--- config.mk ---
export PLATFORM = sky130hd
export DESIGN_NAME = slic_cell
export DESIGN_NICKNAME = d
export VERILOG_FILES = /design/src/rtl/slic_pkg.sv /design/src/rtl/slic_cell.sv
export SDC_FILE = /design/constraint.sdc
export NUM_CORES = 1
export LEC_CHECK = 0
export ABC_AREA = 1
export BUFFER_PORTS_ARGS = -buffer_cell sky130_fd_sc_hd__buf_4
export CAP_MARGIN = 25
export CORE_MARGIN = 4
export CORE_UTILIZATION = 35
export DETAILED_ROUTE_END_ITERATION = 8
export GPL_TIMING_DRIVEN = 0
export PLACE_DENSITY_LB_ADDON = 0.08
export RECOVER_POWER = 50
export SKIP_LAST_GASP = 1
export SYNTH_ARGS = -nofsm -noshare
export SYNTH_HDL_FRONTEND = slang
export SYNTH_SLANG_ARGS = --single-unit
--- constraint.sdc ---
create_clock -name clock -period 3 [get_ports clock]
set_input_delay 0.3 -clock clock [delete_from_list [all_inputs] [get_ports clock]]
set_output_delay 0.3 -clock clock [all_outputs]
set_load 0.01 [all_outputs]
--- src/rtl/slic_pkg.sv ---
package slic_pkg;

   localparam int CAPACITY   = 64;
   localparam int VALUE_W    = 32;
   localparam int FIELD_W    = 7;
   localparam int CNT_W      = $clog2(CAPACITY + 1);
   localparam int GROUP      = 8;
   localparam int NUM_GROUPS = (CAPACITY + GROUP - 1) / GROUP;
   localparam int GRP_W      = (NUM_GROUPS > 1) ? $clog2(NUM_GROUPS) : 1;
   localparam int GSUM_W     = $clog2(GROUP + 1);

   localparam logic OP_INSERT = 1'b0;
   localparam logic OP_COUNT  = 1'b1;

   typedef struct packed {
      logic                      valid;
      logic                      gt;
      logic signed [VALUE_W-1:0] value;
   } cell_link_type;

endpackage

--- src/rtl/slic_cell.sv ---
module slic_cell
   import slic_pkg::*;
(
   input  logic                      clock,
   input  logic                      reset,
   input  logic                      insert_en,
   input  logic                      cmp_en,
   input  logic signed [VALUE_W-1:0] item_value,
   input  cell_link_type             prev_link,
   output cell_link_type             this_link,
   output logic                      eq_ff
);

   logic                      valid_ff;
   logic signed [VALUE_W-1:0] value_ff;
   logic                      gt;

   // An empty cell counts as greater than any item, so the insert point is the first
   // cell that is empty or holds a larger value.
   assign gt = !valid_ff || (item_value < value_ff);

   assign this_link.valid = valid_ff;
   assign this_link.gt    = gt;
   assign this_link.value = value_ff;

   always_ff @(posedge clock) begin
      if (reset) begin
         valid_ff <= 1'b0;
      end else if (insert_en && gt) begin
         valid_ff <= valid_ff | prev_link.valid;
      end
   end

   always_ff @(posedge clock) begin
      if (insert_en && gt) begin
         value_ff <= prev_link.gt ? prev_link.value : item_value;
      end
   end

   always_ff @(posedge clock) begin
      if (cmp_en) begin
         eq_ff <= valid_ff && (item_value == value_ff);
      end
   end

endmodule

Yosys cells after proc, flatten, opt, wreduce, memory -nomap -nowiden

Cells that the tools add are included.

Logic and storage cells: 11
Output and inout port bits: 35
Bits of input ports: 70
Register bits: 34

Mux-type cells: 1
Reductions and logical operators: 4
Bitwise logic cells: 1
$lt $le $gt $ge: 1
Equal/unequal tests: 1

Operators by type and width:

| cell                | number |
|---|---|
| $eq A32 B32 Y1      | 1 |
| $lt A32 B32 Y1      | 1 |
| $mux W32            | 1 |
| $logic_and A1 B1 Y1 | 2 |
| $logic_not A1 Y1    | 1 |
| $logic_or A1 B1 Y1  | 1 |
| $or A1 B1 Y1        | 1 |

Logic depth before layout (Yosys ltp)

Gate-level depths: netlist of run 1.

Depth after elaboration: 3
Gate-level depth with buffers: 17
Depth with buffers taken out: 16

Least setup slack after synthesis of run 1

OpenSTA, ideal clock, no wires.

Path kind: register -> register
Start point: register value_ff[17]
End point: register value_ff[0] (enable)
Arrival: 2.742 ns
Path buffers: 0
Setup time: 0.421 ns
Data required time: 2.579 ns
Path slack: -0.164 ns
Clock period less this slack: 3.164 ns
Stages on the path, launching flop included: 14
Cell sequence: edfxtp_1 -> inv_1 -> ha_1 -> nand2_1 -> nand2_1 -> nand2_1 -> nand2_1 -> nand2_1 -> nand2_2 -> a21oi_1 -> nand3_1 -> nand2_1 -> nor2_1 -> nor2_1

Longest elaborated chain between the ends: 3

RTL lines:

| what                     | line            | text |
|---|---|---|
| start: declaration       | slic_cell.sv:15 | `logic signed [VALUE_W-1:0] value_ff;` |
| start signal: assignment | slic_cell.sv:36 | `value_ff <= prev_link.gt ? prev_link.value : item_value;` |
| $lt A32 B32 Y1           | slic_cell.sv:20 | `assign gt = !valid_ff \|\| (item_value < value_ff);` |
| $logic_or A1 B1 Y1       | slic_cell.sv:20 |  |
| $logic_and A1 B1 Y1      | slic_cell.sv:35 | `if (insert_en && gt) begin` |

Every way passes these cells.
A chain may end at the register's enable or synchronous reset.

Worst setup path in the final report of run 1

Start point: register value_ff[17]
End point: register value_ff[15] (enable)

The elaborated chain is that of the path after synthesis.

==> results of run 1 <==
[layer usage]
layer,GRT usage (%),vias up,wire (um)
met5,0,-,0
met4,3.65,0,55
met3,4.98,5,499
met2,22.3,59,2540
met1,15.7,799,2160
li1,-,971,-
[placed cells by master (no fill, tap or decap), drive strengths merged]
| cell | count |
|---|---|
| o21a | 2 |
| a21o | 1 |
| clkinv | 2 |
| nand2 | 37 |
| inv | 42 |
| nor3 | 2 |
| nand3 | 2 |
| a21oi | 16 |
| and3 | 1 |
| dfxtp | 1 |
| ha | 32 |
| o21ai | 3 |
| buf | 72 |
| clkbuf | 44 |
| nand4 | 2 |
| mux2 | 31 |
| edfxtp | 33 |
| nor2 | 11 |
[flip-flops by register name (all words and copies together), names as in the netlist]
name	flops
eq_ff	1
value_ff	32
valid_ff	1
[worst paths after layout]
| kind | startpoint | endpoint | slack [ns] | depth (start not counted) |
|---|---|---|---|---|
| worst min register to register | valid_ff | valid_ff | 0.54 | 2 |
| worst max register to register | value_ff[17] | value_ff[15] | 0.45 | 14 |
| worst max-delay path | value_ff[17] | value_ff[15] | 0.45 | 14 |
| worst min-delay path | reset | valid_ff | 0.16 | 2 |
[critical path, cell delays in order (launching register included)]
cell	delay (ns)
edfxtp_1	0.39
inv_1	0.07
ha_1	0.26
nand2_1	0.08
nand2_1	0.05
nand2_1	0.05
nand2_1	0.05
nand2_1	0.07
nand2_2	0.06
a21oi_1	0.21
nand3_1	0.12
nand2_1	0.07
nor2_1	0.06
nor2_4	0.49
buf_16	0.23
[cell families after synthesis]
logic type | count (synthesis)
AND/OR/NAND/NOR | 55
AO/OA/AOI/OAI | 22
buffers and inverters | 48
multiplexers | 31
adder cells (fa/ha/maj) | 32
flip-flops | 34
[stage by stage]
step,area (um2),util (%),TNS (ns),cells
after floorplan,2330,-,0,222
after global placement,3200,50.0,-10.56,402
after detailed placement,3230,50.5,0,403
after CTS,3310,51.8,0,411
after global routing,3180,49.8,0,411
final,3180,49.8,0,411
[final cells by class]
class	instances	area [um2]
fill	632	3200
multi-input combinational	140	1130
sequential	34	1010
timing repair buffer	104	677
inverter	42	158
tap	77	96.3
clock buffer	6	72.6
buffer	6	31.3
clock inverter	2	8.76
[report_power, final]
group	internal, mW	switching [mW]	leakage, nW
clock network	0.160	0.170	0.0426
registers	0.569	0.0172	0.329
logic	0.168	0.163	1.15
total	0.897	0.351	1.52
==> impl_metrics.py, run 1 <==
metrics = {
    "power": {
        "vdd_drop_max_v": 0.000184,
        "powerDensity_nw_per_um2": 392,
        "power_mw": 1.25,
        "p_leak_nw": 1.52,
    },
    "floorplanning": {
        "core_um2": 6390,
        "dieHeight_um": 89.5,
        "ios": 105,
        "placementRows": 29,
        "die_width_um": 89.5,
        "fp.dieArea_um2": 8010,
        "start_util_pct": 36.4,
    },
    "synth": {
        "synth_top_family_by_area": "adder cells",
        "muxShareOfSynthArea_pct": 15.0,
        "synth_nets": 324,
        "yosysTopAreaCellShare_pct": 42.6,
        "synth_area_leaders": "edfxtp_1 43%, ha_1 17%, mux2_2 15%",
        "synth_edf_count": 33,
        "synth_seq_area_share_pct": 43.5,
        "synth_common_cells": "39 x inv_1, 35 x nand2_1, 33 x edfxtp_1",
        "synth-compound-area-share_pct": 5.12,
        "async_flop_share_pct": 0,
        "synth_cell_types": 24,
        "syn_area_per_cell_um2": 10.5,
        "synth-simple-area-share_pct": 10.9,
        "ys_ff_latch": 34,
        "synth_xor_area_share_pct": 0,
        "synthCells": 222,
        "synth_most_common_cell": "inv_1",
        "ys.flop_type": "edfxtp_1",
        "synth.cell_area_um2": 2320,
        "synth_area_leader_cell": "edfxtp_1",
        "yosys_warnings": 0,
        "synth-adder-area-share_pct": 17.2,
    },
    "clock_tree": {
        "clockBufferDepth": 2,
        "clock_sinks": 34,
        "postCtsHoldBufs": 0,
        "htreeDepth": 2,
        "tritoncts": "yes",
        "numCtsBuffers": 5,
        "postCtsResizedCells": 0,
        "cts_setup_buffers": 0,
        "cts.clk_slew.worst_paths_ns": 0.07,
        "clock_latency_ns": 0.28,
        "root_buffer": "clkbuf_8",
    },
    "grt": {
        "gr-usage-all-layers_pct": 13.2,
        "grt_pass1_wl_um": 7960,
        "grt_remaining_overflow": 0,
        "antenna_found_initial": 0,
        "grt_max_degree": 18,
        "grt_pass1_vias": 1750,
    },
    "timing": {
        "worstMarginPinSlew_ns": 0.615,
        "max_freq_mhz": 392,
        "setup_viol": 0,
        "fin_ws_ns": 0.449,
        "drv_slew": 0,
        "timing.final.crit_share_pct": 85.0,
        "whs_ns": 0.164,
        "rsz0062_at_grt": "no",
        "slew_headroom_pct": 58.9,
        "finalClockSkew_ns": 0.00544,
        "period_minus_slack_ns": 2.55,
        "hold_viol": 0,
    },
    "finish": {
        "fin_nets": 435,
        "syn_to_final_growth_pct": 37.0,
        "drive_gt1_share_pct": 37.1,
        "n_antenna_cell": 0,
    },
    "drt": {
        "vias": 1834,
        "drtAntennaViolNets": 0,
        "drtIter0Drc": 37,
        "wirelength_um": 5260,
        "drc_errors": 0,
        "via_per_inst": 4.46,
        "dr.pass1.iters": 4,
        "wl_per_cell_um": 12.8,
    },
    "place": {
        "gp_congestion": 0.725,
        "dpl.hpwl_um": 4350,
        "pre_cts_ws_ns": 0.364,
        "port_buffers": 103,
    },
    "critical_path": {
        "cp_data_required_time_ns": 2.99,
        "critical_path_class": "reg -> reg",
        "path_max_fanout": 17,
        "crit_path_end_kind": "flop",
        "start_kind": "flop",
        "cp.arrival_ns": 2.54,
    },
    "flow_run": {
        "drv_cap": 0,
    },
    "hold_path": {
        "hold_class": "in -> reg",
    },
    "status": {
        "status": "complete, no violations",
    },
}
Power figures use the tool's default switching activity.
==> inputs of run 2 (changes only) <==
--- a/config.mk
+++ b/config.mk
@@ -8,12 +8,15 @@
 export ABC_AREA = 1
 export BUFFER_PORTS_ARGS = -buffer_cell sky130_fd_sc_hd__buf_4
 export CAP_MARGIN = 25
-export CORE_MARGIN = 4
-export CORE_UTILIZATION = 35
+export CELL_PAD_IN_SITES_DETAIL_PLACEMENT = 0
+export CELL_PAD_IN_SITES_GLOBAL_PLACEMENT = 1
+export CORE_MARGIN = 1.5
+export CORE_UTILIZATION = 32
 export DETAILED_ROUTE_END_ITERATION = 8
 export GPL_TIMING_DRIVEN = 0
 export PLACE_DENSITY_LB_ADDON = 0.08
 export RECOVER_POWER = 50
+export SKIP_CTS_REPAIR_TIMING = 1
 export SKIP_LAST_GASP = 1
 export SYNTH_ARGS = -nofsm -noshare
 export SYNTH_HDL_FRONTEND = slang
==> run 2 against run 1 <==
Compared with the run above:
- hold slack better by 0.0040 ns
- fmax grew 1.1%
- core utilization decreased by 3.6 points
- sequential power hardly changed
- power fell by 0.42%
- critical endpoint is now this_link[32]
- highest routed layer unchanged
- global-route usage increased by 0.30 points
==> impl_metrics.py, run 2 (synthesis gave the netlist of run 1 again) <==
metrics = {
    "power": {
        "vdd_drop_max_v": 0.000188,
        "powerDensity_nw_per_um2": 389,
        "p_leak_nw": 1.51,
    },
    "drt": {
        "drtIter0Drc": 28,
        "drtAntennaViolNets": 0,
        "dr.pass1.iters": 4,
        "drc_errors": 0,
        "vias": 1810,
        "wirelength_um": 5110,
        "wl_per_cell_um": 11.9,
        "via_per_inst": 4.21,
    },
    "place": {
        "dpl.hpwl_um": 4090,
        "gp_congestion": 0.721,
        "place_inst": 422,
        "port_buffers": 103,
        "pre_cts_ws_ns": 0.601,
    },
    "critical_path": {
        "crit_top_cell": "nand2_1",
        "crit_family": "simple AND/OR/NAND/NOR gates",
        "start_kind": "flop",
        "cp.buffers_inverters": 4,
        "crit_path_end_kind": "output pin",
        "path_max_fanout": 4,
        "max_stage_delay_ns": 0.35,
        "critPathSlowestCell": "edfxtp_1",
        "critical_path_class": "reg -> out",
        "cp.arrival_ns": 2.22,
        "cp_data_required_time_ns": 2.70,
        "cp_cell_sequence": "inv_1, ha_1, nand2_1, nor2_2, nand2_2, nor2_2, nand2_1, nand3_1, nand2_1, nor2_1, inv_1, buf_4, buf_4",
    },
    "clock_tree": {
        "clockBufferDepth": 2,
        "numCtsBuffers": 5,
        "cts.clk_slew.worst_paths_ns": 0.07,
        "root_buffer": "clkbuf_8",
        "clock_latency_ns": 0.28,
        "htreeDepth": 2,
        "clock_sinks": 34,
        "tritoncts": "yes",
    },
    "floorplanning": {
        "placementRows": 30,
        "fp.dieArea_um2": 7780,
        "die_width_um": 88.2,
        "dieHeight_um": 88.2,
        "ios": 105,
        "core_um2": 6910,
        "start_util_pct": 33.6,
    },
    "timing": {
        "max_freq_mhz": 396,
        "timing.final.crit_share_pct": 84.1,
        "hold_viol": 0,
        "worstMarginPinSlew_ns": 0.606,
        "fin_tns_setup_ns": 0,
        "slew_headroom_pct": 59.6,
        "setup_viol": 0,
        "period_minus_slack_ns": 2.52,
        "rsz0062_at_grt": "no",
        "finalClockSkew_ns": 0.00547,
        "fin_ws_ns": 0.477,
        "drv_slew": 0,
    },
    "finish": {
        "top_register": "value_ff",
        "final_core_util_pct": 46.3,
        "largest_registers": "value_ff (32), eq_ff (1), valid_ff (1)",
        "fin_nets": 435,
        "syn_to_final_growth_pct": 37.6,
        "final_cell_count_no_fill": 430,
        "fillers": 740,
        "multi_input_area_um2": 1130,
        "regArea_um2": 1010,
        "drive_gt1_share_pct": 36.5,
        "layout_commonest_cell": "buf_4",
        "largest_reg_flops": 32,
        "mostFrequentLayoutCells": "70 x buf_4, 40 x clkbuf_1, 39 x inv_1, 35 x nand2_1, 33 x edfxtp_1",
        "n_antenna_cell": 0,
    },
    "grt": {
        "grt_max_degree": 25,
        "antenna_found_initial": 0,
        "gr-usage-all-layers_pct": 13.5,
        "grt_pass1_wl_um": 7980,
        "grt_remaining_overflow": 0,
        "grt_pass1_vias": 1762,
    },
    "hold_path": {
        "hold_class": "in -> reg",
    },
    "status": {
        "status": "complete, no violations",
    },
    "flow_run": {
        "drv_cap": 0,
    },
}
-- run 2: changes by cell type in the layout (fill, tap and decap cells not counted) --
cell / previous run / this run
clkbuf_1: 37 / 40
buf_12: 0 / 1
buf_16: 1 / 0
buf_2: 1 / 0
clkinv_1: 1 / 0
clkinv_2: 1 / 0
-- run 2: per-stage QoR --
step	power, mW	hold WS [ns]	instance area (um2)
after floorplan	0.785	0.372	2330
after global placement	0.951	0.460	3220
after detailed placement	0.959	0.463	3240
after CTS	1.30	0.157	3320
after global routing	1.33	0.165	3200
final	1.24	0.168	3200
-- run 2: routing by layer --
metal	global-route usage, %	up-vias	routed length [um]
met2	21.0	62	2270
met4	3.84	0	63
met1	18.4	770	2440
li1	-	972	-
met3	3.92	6	333
met5	0	-	0
-- run 2: final timing paths --
check	from	to	slack, ns	cells after the start
setup / recovery	value_ff[31]	this_link[32]	0.48	13
hold / removal	reset	valid_ff	0.17	2
setup reg to reg	value_ff[31]	value_ff[30]	0.67	11
hold reg to reg	valid_ff	valid_ff	0.55	2
-- run 2: cell type report --
| class | instances | area share (%) |
|---|---|---|
| Inverter | 42 | 4.93 |
| Buffer | 6 | 0.939 |
| Timing Repair Buffer | 104 | 20.9 |
| Sequential cell | 34 | 31.6 |
| Clock buffer | 8 | 2.50 |
| Tap cell | 96 | 3.76 |
| Multi-Input combinational cell | 140 | 35.3 |
-- run 2: report_power, final --
group | internal, mW | leakage [nW] | switching (mW)
sequential | 0.569 | 0.329 | 0.0175
combinational | 0.166 | 1.15 | 0.163
clock | 0.165 | 0.0395 | 0.162
total | 0.900 | 1.51 | 0.342
